==> src/rtl/sfod_pkg.sv <==
// shared types and constants for the spectral flux onset detector
`default_nettype none

package sfod_pkg;

    localparam int FLUX_W = 20;
    localparam int THR_W  = 21;
    localparam int MAG_W  = 16;
    localparam int CFG_W  = 20;
    localparam int CIDX_W = 1;

    localparam logic [FLUX_W-1:0] FLUX_MAX   = '1;
    localparam logic [FLUX_W-1:0] THR_RESET  = 20'd2;

    typedef enum logic {
        OP_BIN   = 1'b0,
        OP_CLEAR = 1'b1
    } t_op;

    typedef enum logic [CIDX_W-1:0] {
        CFG_FLUX_THRESHOLD = 1'b0,
        CFG_ADAPTIVE_MODE  = 1'b1
    } t_cfg_index;

    typedef struct packed {
        logic              op;
        logic [MAG_W-1:0]  bin_magnitude;
    } t_in_item;

    typedef struct packed {
        logic [FLUX_W-1:0] flux;
        logic [THR_W-1:0]  threshold_used;
        logic              onset;
    } t_out_item;

    typedef struct packed {
        logic              accept;
        logic              clear;
    } t_row_ctl;

endpackage

`default_nettype wire

==> src/rtl/spectral_flux_onset_detector.sv <==
// top level: bin cell row, history cell row and threshold pipeline
//
//  channel   direction  handshake                 payload
//  input     in         i_in_valid / o_in_stall   i_in_item  (op, bin_magnitude)
//  result    out        o_out_valid / i_out_stall o_out_item (flux, threshold_used, onset)
//  config    in         i_cfg_wr_en               i_cfg_index, i_cfg_data
//
// one item per cycle while o_in_stall is low; a frame result leaves after its last
// bin has passed the frame, history, multiply and output stages
// reset zeroes all cells at once, no clearing pass
// up to four results queue in the stages; input stalls only once the frame
// stage is full and blocked
`default_nettype none

module spectral_flux_onset_detector #(
    parameter int NUM_BINS      = 16,
    parameter int HISTORY_DEPTH = 32,
    parameter int MAG_BITS      = 16
) (
    input  wire logic                        i_clk,
    input  wire logic                        i_rst_n,
    input  wire logic                        i_in_valid,
    output logic                             o_in_stall,
    input  wire sfod_pkg::t_in_item          i_in_item,
    output logic                             o_out_valid,
    input  wire logic                        i_out_stall,
    output sfod_pkg::t_out_item              o_out_item,
    input  wire logic                        i_cfg_wr_en,
    input  wire logic [sfod_pkg::CIDX_W-1:0] i_cfg_index,
    input  wire logic [sfod_pkg::CFG_W-1:0]  i_cfg_data
);

    import sfod_pkg::*;

    localparam int TW  = FLUX_W + $clog2(HISTORY_DEPTH);
    localparam int DIV = 2 * HISTORY_DEPTH;
    localparam int DW  = $clog2(DIV);
    localparam int SH  = TW + DW;
    localparam int MW  = TW + 2;
    localparam int PW  = TW + MW;
    localparam logic [63:0] L_MULT_FULL =
        ((64'd1 << SH) + 64'(DIV) - 64'd1) / 64'(DIV);
    localparam logic [MW-1:0] L_MULT = L_MULT_FULL[MW-1:0];

    // configuration
    logic [FLUX_W-1:0] r_flux_threshold;
    logic              r_adaptive_mode;

    always_ff @(posedge i_clk) begin
        if (!i_rst_n) begin
            r_flux_threshold <= THR_RESET;
            r_adaptive_mode  <= 1'b0;
        end else if (i_cfg_wr_en) begin
            case (t_cfg_index'(i_cfg_index))
                CFG_FLUX_THRESHOLD: r_flux_threshold <= i_cfg_data[FLUX_W-1:0];
                CFG_ADAPTIVE_MODE:  r_adaptive_mode  <= i_cfg_data[0];
                default: ;
            endcase
        end
    end

    // stage flow control
    logic r_b_valid, r_c_valid, r_d_valid, r_o_valid;
    logic w_out_free, w_d_free, w_c_free, w_b_free;
    logic w_d_adv, w_c_adv, w_b_adv;
    logic w_in_accept;

    always_comb begin
        w_out_free = !r_o_valid || !i_out_stall;
        w_d_adv    = r_d_valid && w_out_free;
        w_d_free   = !r_d_valid || w_out_free;
        w_c_adv    = r_c_valid && w_d_free;
        w_c_free   = !r_c_valid || w_d_free;
        w_b_adv    = r_b_valid && w_c_free;
        w_b_free   = !r_b_valid || w_c_free;
        w_in_accept = i_in_valid && w_b_free;
    end

    assign o_in_stall = !w_b_free;

    // bin row
    t_row_ctl          w_bin_ctl;
    logic              w_frame_done;
    logic [FLUX_W-1:0] w_flux;

    assign w_bin_ctl.accept = w_in_accept && (t_op'(i_in_item.op) == OP_BIN);
    assign w_bin_ctl.clear  = w_in_accept && (t_op'(i_in_item.op) == OP_CLEAR);

    sfod_bin_row #(
        .NUM_BINS (NUM_BINS),
        .MAG_BITS (MAG_BITS)
    ) u_bin_row (
        .i_clk        (i_clk),
        .i_rst_n      (i_rst_n),
        .i_ctl        (w_bin_ctl),
        .i_mag        (i_in_item.bin_magnitude),
        .o_frame_done (w_frame_done),
        .o_flux       (w_flux)
    );

    // frame stage
    logic [FLUX_W-1:0] r_b_flux;
    logic              r_b_adaptive;

    always_ff @(posedge i_clk) begin
        if (!i_rst_n) begin
            r_b_valid <= 1'b0;
        end else if (w_frame_done) begin
            r_b_valid <= 1'b1;
        end else if (w_b_adv) begin
            r_b_valid <= 1'b0;
        end
    end

    always_ff @(posedge i_clk) begin
        if (w_frame_done) begin
            r_b_flux     <= w_flux;
            r_b_adaptive <= r_adaptive_mode;
        end
    end

    // history row, pushed as an adaptive frame leaves the frame stage
    t_row_ctl      w_hist_ctl;
    logic [TW-1:0] w_total_next;

    assign w_hist_ctl.accept = w_b_adv && r_b_adaptive;
    assign w_hist_ctl.clear  = w_bin_ctl.clear;

    sfod_hist_row #(
        .HISTORY_DEPTH (HISTORY_DEPTH)
    ) u_hist_row (
        .i_clk        (i_clk),
        .i_rst_n      (i_rst_n),
        .i_ctl        (w_hist_ctl),
        .i_flux       (r_b_flux),
        .o_total_next (w_total_next)
    );

    // history stage
    logic [FLUX_W-1:0] r_c_flux;
    logic              r_c_adaptive;
    logic [TW-1:0]     r_c_total;

    always_ff @(posedge i_clk) begin
        if (!i_rst_n) begin
            r_c_valid <= 1'b0;
        end else if (w_b_adv) begin
            r_c_valid <= 1'b1;
        end else if (w_c_adv) begin
            r_c_valid <= 1'b0;
        end
    end

    always_ff @(posedge i_clk) begin
        if (w_b_adv) begin
            r_c_flux     <= r_b_flux;
            r_c_adaptive <= r_b_adaptive;
            r_c_total    <= w_total_next;
        end
    end

    // multiply stage: total / (2 * depth) by exact reciprocal
    logic [FLUX_W-1:0] r_d_flux;
    logic              r_d_adaptive;
    logic [PW-1:0]     r_d_prod;

    always_ff @(posedge i_clk) begin
        if (!i_rst_n) begin
            r_d_valid <= 1'b0;
        end else if (w_c_adv) begin
            r_d_valid <= 1'b1;
        end else if (w_d_adv) begin
            r_d_valid <= 1'b0;
        end
    end

    always_ff @(posedge i_clk) begin
        if (w_c_adv) begin
            r_d_flux     <= r_c_flux;
            r_d_adaptive <= r_c_adaptive;
            r_d_prod     <= PW'(r_c_total) * PW'(L_MULT);
        end
    end

    // output stage
    logic [FLUX_W-1:0] w_quot;
    logic [THR_W-1:0]  w_thr;
    t_out_item         r_out;
    t_out_item         n_out;

    always_comb begin
        w_quot = r_d_prod[SH +: FLUX_W];
        w_thr  = r_d_adaptive ? (THR_W'(r_flux_threshold) + THR_W'(w_quot))
                              : THR_W'(r_flux_threshold);
        n_out.flux           = r_d_flux;
        n_out.threshold_used = w_thr;
        n_out.onset          = (THR_W'(r_d_flux) > w_thr);
    end

    always_ff @(posedge i_clk) begin
        if (!i_rst_n) begin
            r_o_valid <= 1'b0;
        end else if (w_d_adv) begin
            r_o_valid <= 1'b1;
        end else if (w_out_free) begin
            r_o_valid <= 1'b0;
        end
    end

    always_ff @(posedge i_clk) begin
        if (w_d_adv) begin
            r_out <= n_out;
        end
    end

    assign o_out_valid = r_o_valid;
    assign o_out_item  = r_out;

endmodule

`default_nettype wire

==> src/rtl/sfod_cell.sv <==
// one storage cell of a shifting chain, cleared as a whole
`default_nettype none

module sfod_cell #(
    parameter int WIDTH = 16
) (
    input  wire logic             i_clk,
    input  wire logic             i_rst_n,
    input  wire logic             i_clear,
    input  wire logic             i_shift,
    input  wire logic [WIDTH-1:0] i_d,
    output logic      [WIDTH-1:0] o_q
);

    logic [WIDTH-1:0] r_q;
    logic [WIDTH-1:0] n_q;

    always_comb begin
        n_q = r_q;
        if (i_clear) begin
            n_q = '0;
        end else if (i_shift) begin
            n_q = i_d;
        end
    end

    always_ff @(posedge i_clk) begin
        if (!i_rst_n) begin
            r_q <= '0;
        end else begin
            r_q <= n_q;
        end
    end

    assign o_q = r_q;

endmodule

`default_nettype wire

==> src/rtl/sfod_bin_row.sv <==
// row of previous-bin cells with the per-frame flux accumulator
`default_nettype none

module sfod_bin_row #(
    parameter int NUM_BINS = 16,
    parameter int MAG_BITS = 16
) (
    input  wire logic                       i_clk,
    input  wire logic                       i_rst_n,
    input  wire sfod_pkg::t_row_ctl         i_ctl,
    input  wire logic [sfod_pkg::MAG_W-1:0] i_mag,
    output logic                            o_frame_done,
    output logic [sfod_pkg::FLUX_W-1:0]     o_flux
);

    import sfod_pkg::*;

    localparam int PW = $clog2(NUM_BINS);
    localparam int SW = ((MAG_BITS > FLUX_W) ? MAG_BITS : FLUX_W) + 1;
    localparam logic [PW-1:0] L_LAST = PW'(NUM_BINS - 1);

    logic [MAG_BITS-1:0] w_cell_q [NUM_BINS];
    logic [MAG_BITS-1:0] w_mag;
    logic [MAG_BITS-1:0] w_diff;
    logic [SW-1:0]       w_sum;
    logic [FLUX_W-1:0]   w_flux;
    logic                w_last;

    logic [PW-1:0]       r_pos;
    logic [PW-1:0]       n_pos;
    logic [FLUX_W-1:0]   r_acc;
    logic [FLUX_W-1:0]   n_acc;

    // the head cell always holds the previous value of the bin now arriving
    for (genvar g = 0; g < NUM_BINS; g++) begin : g_cell
        logic [MAG_BITS-1:0] w_d;
        if (g == NUM_BINS - 1) begin : g_tail
            assign w_d = w_mag;
        end else begin : g_mid
            assign w_d = w_cell_q[g+1];
        end
        sfod_cell #(
            .WIDTH (MAG_BITS)
        ) u_cell (
            .i_clk   (i_clk),
            .i_rst_n (i_rst_n),
            .i_clear (i_ctl.clear),
            .i_shift (i_ctl.accept),
            .i_d     (w_d),
            .o_q     (w_cell_q[g])
        );
    end

    always_comb begin
        w_mag  = MAG_BITS'(i_mag);
        w_diff = (w_mag > w_cell_q[0]) ? (w_mag - w_cell_q[0]) : '0;
        w_sum  = SW'(r_acc) + SW'(w_diff);
        w_flux = (w_sum > SW'(FLUX_MAX)) ? FLUX_MAX : w_sum[FLUX_W-1:0];
        w_last = (r_pos == L_LAST);
    end

    always_comb begin
        n_pos = r_pos;
        n_acc = r_acc;
        if (i_ctl.clear) begin
            n_pos = '0;
            n_acc = '0;
        end else if (i_ctl.accept) begin
            n_pos = w_last ? '0 : r_pos + PW'(1);
            n_acc = w_last ? '0 : w_flux;
        end
    end

    always_ff @(posedge i_clk) begin
        if (!i_rst_n) begin
            r_pos <= '0;
            r_acc <= '0;
        end else begin
            r_pos <= n_pos;
            r_acc <= n_acc;
        end
    end

    assign o_frame_done = i_ctl.accept && w_last;
    assign o_flux       = w_flux;

endmodule

`default_nettype wire

==> src/rtl/sfod_hist_row.sv <==
// row of flux history cells with the running history total
`default_nettype none

module sfod_hist_row #(
    parameter int HISTORY_DEPTH = 32
) (
    input  wire logic                            i_clk,
    input  wire logic                            i_rst_n,
    input  wire sfod_pkg::t_row_ctl              i_ctl,
    input  wire logic [sfod_pkg::FLUX_W-1:0]     i_flux,
    output logic [sfod_pkg::FLUX_W + $clog2(HISTORY_DEPTH)-1:0] o_total_next
);

    import sfod_pkg::*;

    localparam int TW = FLUX_W + $clog2(HISTORY_DEPTH);

    logic [FLUX_W-1:0] w_cell_q [HISTORY_DEPTH];
    logic [TW-1:0]     w_total_next;
    logic [TW-1:0]     r_total;
    logic [TW-1:0]     n_total;

    // head cell is the oldest entry, the new flux enters at the tail
    for (genvar g = 0; g < HISTORY_DEPTH; g++) begin : g_cell
        logic [FLUX_W-1:0] w_d;
        if (g == HISTORY_DEPTH - 1) begin : g_tail
            assign w_d = i_flux;
        end else begin : g_mid
            assign w_d = w_cell_q[g+1];
        end
        sfod_cell #(
            .WIDTH (FLUX_W)
        ) u_cell (
            .i_clk   (i_clk),
            .i_rst_n (i_rst_n),
            .i_clear (i_ctl.clear),
            .i_shift (i_ctl.accept),
            .i_d     (w_d),
            .o_q     (w_cell_q[g])
        );
    end

    assign w_total_next = r_total - TW'(w_cell_q[0]) + TW'(i_flux);

    always_comb begin
        n_total = r_total;
        if (i_ctl.clear) begin
            n_total = '0;
        end else if (i_ctl.accept) begin
            n_total = w_total_next;
        end
    end

    always_ff @(posedge i_clk) begin
        if (!i_rst_n) begin
            r_total <= '0;
        end else begin
            r_total <= n_total;
        end
    end

    assign o_total_next = w_total_next;

endmodule

`default_nettype wire
==> config.mk <==
export PLATFORM = sky130hd
export DESIGN_NAME = spectral_flux_onset_detector
export DESIGN_NICKNAME = d
export VERILOG_FILES = /design/src/rtl/sfod_pkg.sv /design/src/rtl/spectral_flux_onset_detector.sv /design/src/rtl/sfod_cell.sv /design/src/rtl/sfod_bin_row.sv /design/src/rtl/sfod_hist_row.sv
export SDC_FILE = /design/constraint.sdc
export NUM_CORES = 2
export LEC_CHECK = 0
export ABC_AREA = 1
export BUFFER_PORTS_ARGS = -buffer_cell sky130_fd_sc_hd__clkbuf_2
export CAP_MARGIN = 25
export CORE_ASPECT_RATIO = 0.75
export CORE_MARGIN = 2
export CORE_UTILIZATION = 56
export DETAILED_ROUTE_END_ITERATION = 6
export PLACE_DENSITY = 0.74
export RECOVER_POWER = 50
export SLEW_MARGIN = 20
export SYNTH_ARGS = -nofsm -noshare
export SYNTH_HDL_FRONTEND = slang
export SYNTH_SLANG_ARGS = --single-unit
==> constraint.sdc <==
create_clock -name i_clk -period 4.4 [get_ports i_clk]
set_clock_uncertainty 0.1 [all_clocks]
set_input_delay 0.88 -clock i_clk [delete_from_list [all_inputs] [get_ports i_clk]]
set_output_delay 0.88 -clock i_clk [all_outputs]
set_load 0.02 [all_outputs]
==> metrics.log <==
[metrics] count of buffers inserted at the top-level ports: 86
[metrics] depth of the CTS H-tree: 3
[metrics] Initial Util: 0.563
[metrics] horizontal die dimension: around 330 µm
[metrics] total global routing overflow: 0
[metrics] Flop pwr share: 0.514
[metrics] GR met3 Demand/Resource: 0.0403
[metrics] placeable core region: between 0.07 and 0.08 mm²
[metrics] time the worst path needs with I/O delays and setup: between 3 and 4 ns
[metrics] number of placement rows: a little under 90
[metrics] compound-gate portion of the synthesized area: 0.140
[metrics] Critical Path Source Type: register
[metrics] simple-gate area share of the yosys netlist: 0.212
[metrics] cell leakage power: 16.9 nW
[metrics] hold bufs inserted after CTS: 0
[metrics] Worst Setup SP: u_bin_row.g_cell[0].u_cell.o_q[0]
[metrics] Via-to-Cell Ratio: 5.20
[metrics] largest fanout on the critical path: 10
[metrics] overall track demand over capacity in global routing: 0.235
[metrics] Sw Pwr: 4.56 mW
[metrics] DRC violation count after routing: 0
[metrics] HP Start: r_c_flux[14]
[metrics] peak ir drop on the vdd network: 0.335 mV
[metrics] Die Span Y: 247 µm
[metrics] CTS resizes: 0
[metrics] Seq cells post-synth: 1113
[metrics] area of placed instances: 0.0449 mm²
[metrics] fraction of synthesized cell area taken by the top area cell type: 0.441
[metrics] required time of the critical path: 4.90 ns
[metrics] io pins: 87
[metrics] fraction of synthesized cell area in xor and xnor cells: 0.00875
[metrics] Top Usage Layer GRT: met2
[metrics] run status: complete, but fails checks
[metrics] drt initial violations: roughly 2700
[metrics] failing checks: max-capacitance violations, max-slew violations
[metrics] area added between synthesis and finish: 8.98%
[metrics] clock latency on the worst-skew pair: 0.68 ns
[metrics] final hold violations: 0
[metrics] final net count: roughly 5500
[metrics] ratio of final minimum period to clock period: 0.860
[metrics] number of cells in the design after placement: roughly 6300
[metrics] post-synthesis sequential area ratio: 0.538
[metrics] Global Route met2 Usage: 0.368
[metrics] post-synthesis instance total: 5442
[metrics] WP buf/inv: 4
[metrics] global-route wire length before repair: 157000 µm
[metrics] maximum clock frequency: between 0.2 and 0.3 GHz
[metrics] slew at the pin closest to its max-slew limit: 2.60 ns
[metrics] share of total power in the clock network: 0.440
[metrics] biggest area contributors in the synthesized netlist: sky130_fd_sc_hd__dfxtp_1 44%, sky130_fd_sc_hd__nand2_1 18%, sky130_fd_sc_hd__a21oi_1 11%
[metrics] Post-Place Setup Slack: -0.0757 ns
[metrics] global-route track usage on met1: 0.333
[metrics] slowest cell on the critical path: sky130_fd_sc_hd__fa_1
[metrics] largest net degree at the start of global routing: 248
[metrics] Cell Area, Synth: 0.0441 mm²
[metrics] TritonRoute pass-1 iters: 5
[metrics] TritonCTS clock tree: yes
[metrics] Vias: 33857
[metrics] Ant. Diodes: 0
[metrics] post-CTS setup buffers: 0
[metrics] Post-Syn Area per Cell: just over 8 µm²
[metrics] RSZ-0062 raised after global routing: no
[metrics] cell family with most CP delay: simple AND/OR/NAND/NOR gates
[metrics] vias in the first global route: 30943
[metrics] reported max-cap violation count: 7
[metrics] clock edge transition at the registers on the reported setup and hold paths: 0.07 ns
[metrics] synthesized netlist net count: 5605
[metrics] number of clock sinks: around 1100
[metrics] number of buffers on the longest clock path: 3
[metrics] Yosys cell types: 50
[metrics] post-route core utilization: 0.613
[metrics] crit path DAT: 4.28 ns
[metrics] internal power consumption: 15.6 mW
[metrics] count of final max-slew check failures: 761
[metrics] HP Class: register to register
[metrics] share of cells above drive strength 1: 0.0651
[metrics] number of antenna violations at the first check in global routing: 0
[metrics] Slowest Stage Delay on Critical Path: 0.41 ns
[metrics] largest family of logic cells by synthesized area: simple AND/OR/NAND/NOR gates
[metrics] final non-filler cell area: 0.0480 mm²
[metrics] power after layout: 20.1 mW
[metrics] count of non-filler cells in the finished layout: 6512
[metrics] CP dominant cell by count: sky130_fd_sc_hd__nand2_1
[metrics] post-route ant nets: 0
[metrics] final routed wirelength across all metal layers: 96000 µm
[metrics] proportion of total power due to net switching: 0.227
[metrics] share of synthesized cell area in full adder, half adder and majority cells: 0.0380
[metrics] R2R Path Start: u_bin_row.g_cell[0].u_cell.o_q[0]
[metrics] Critical Setup Path Class: register to register
[metrics] Die Footprint: slightly above 0.08 mm²
[metrics] P per Cell Area: between 400 and 500 mW/mm²
[metrics] Setup violations, final: 0
[metrics] hold slack: roughly 0.32 ns
[metrics] post-synth top area cell: sky130_fd_sc_hd__dfxtp_1
[metrics] CTS root buffer: sky130_fd_sc_hd__clkbuf_16
[metrics] least setup slack across all paths after layout: 0.616 ns
[metrics] multiplexer share of the synthesized area: 0
[metrics] Fin Setup TNS: 0 ns
[metrics] clock buffer count from CTS: 102
[metrics] routed length per instance: approximately 15 µm
[metrics] logic gate share of total power: 0.046
[metrics] post-detail-place hpwl: 61500 µm
[metrics] Rel. slew slack: -0.730
[metrics] number of warnings printed during yosys synthesis: 0
[metrics] element type at the critical path end: register
[metrics] final weighted congestion of routability-driven global placement: 0.903
[state kept, by name, summed over array words and instances, names as in the netlist]
register                      flops
r_flux_threshold                 20
r_c_valid                         1
r_c_total                        19
r_b_adaptive                      1
u_hist_row.r_total               25
r_b_flux                         20
r_c_adaptive                      1
o_out_item                       42
r_d_prod                         19
u_bin_row.r_pos                   4
o_out_valid                       1
r_b_valid                         1
u_bin_row.r_acc                  20
r_d_flux                         20
r_adaptive_mode                   1
u_hist_row.g_cell.u_cell.o_q    640
r_c_flux                         20
u_bin_row.g_cell.u_cell.o_q     256
r_d_valid                         1
r_d_adaptive                      1
[path summary, 6_finish.rpt]
path	endpoint	slack, ns	cells after the start
min reg2reg	r_d_flux[14]	0.32	0
min	r_d_flux[14]	0.32	0
max	u_bin_row.r_acc[0]	0.62	25
max reg2reg	u_bin_row.r_acc[0]	0.62	25
[power by group through the flow]
stage / Combinational [mW] / Clock, mW / Sequential [mW]
2_1_floorplan: 0.682 / 0 / 10.5
3_3_place_gp: 0.925 / 0 / 10.6
3_5_place_dp: 0.928 / 0 / 10.6
4_1_cts: 0.932 / 9.05 / 10.3
5_1_grt: 1.03 / 9.49 / 10.3
6_report: 0.925 / 8.86 / 10.3
[cells by family (layout without fill, tap and decap cells)]
logic type | Yosys count | after routing
and+or+nand+nor | 2397 | 2397
xor gates and xnor gates | 44 | 44
DFF | 1113 | 1113
AOI/OAI and AO/OA | 1173 | 1173
adders and majority gates | 120 | 120
buffers and inverters | 595 | 619
[final cells by class]
class                           instances  area [µm²]
Fill cell                            6884       30300
Sequential cell                      1113       23700
Multi-Input combinational cell       3734       17500
Clock buffer                          141        2950
Tap cell                             1046        1310
Timing Repair Buffer                  156        1040
Inverter                              272        1040
Clock inverter                         50         439
[synth_stat cells, drive strengths merged]
master	number
ha	97
fa	23
xor2	28
nor3	16
a31oi	6
nand3	77
a21oi	1028
o211ai	5
edfxtp	143
buf	243
or2	12
a22oi	1
nor2	135
nand2	2131
a211oi	1
nand2b	2
nor4	1
xnor2	16
a21o	4
a21boi	3
o21a	5
o21bai	11
nand3b	2
dlymetal6s2s	1
nor3b	2
clkbuf	79
o31ai	1
dfxtp	970
nand4	19
o21ai	108
inv	272
[cells in the final DEF (no fill, tap or decap), types with 71 or more instances in the layout]
cell type,count
sky130_fd_sc_hd__nand2_1,2109
sky130_fd_sc_hd__a21oi_1,984
sky130_fd_sc_hd__dfxtp_1,970
sky130_fd_sc_hd__inv_1,269
sky130_fd_sc_hd__edfxtp_1,143
sky130_fd_sc_hd__nor2_1,135
sky130_fd_sc_hd__clkbuf_16,106
sky130_fd_sc_hd__o21ai_0,103
sky130_fd_sc_hd__ha_1,97
sky130_fd_sc_hd__nand3_1,74
sky130_fd_sc_hd__clkbuf_1,71
[metal layers]
metal	vias to the layer above	share of wire
met4	0	0.026
met2	548	0.45
met5	-	0
met1	15768	0.48
met3	130	0.043
li1	17411	-
Power figures use the tool's default switching activity.
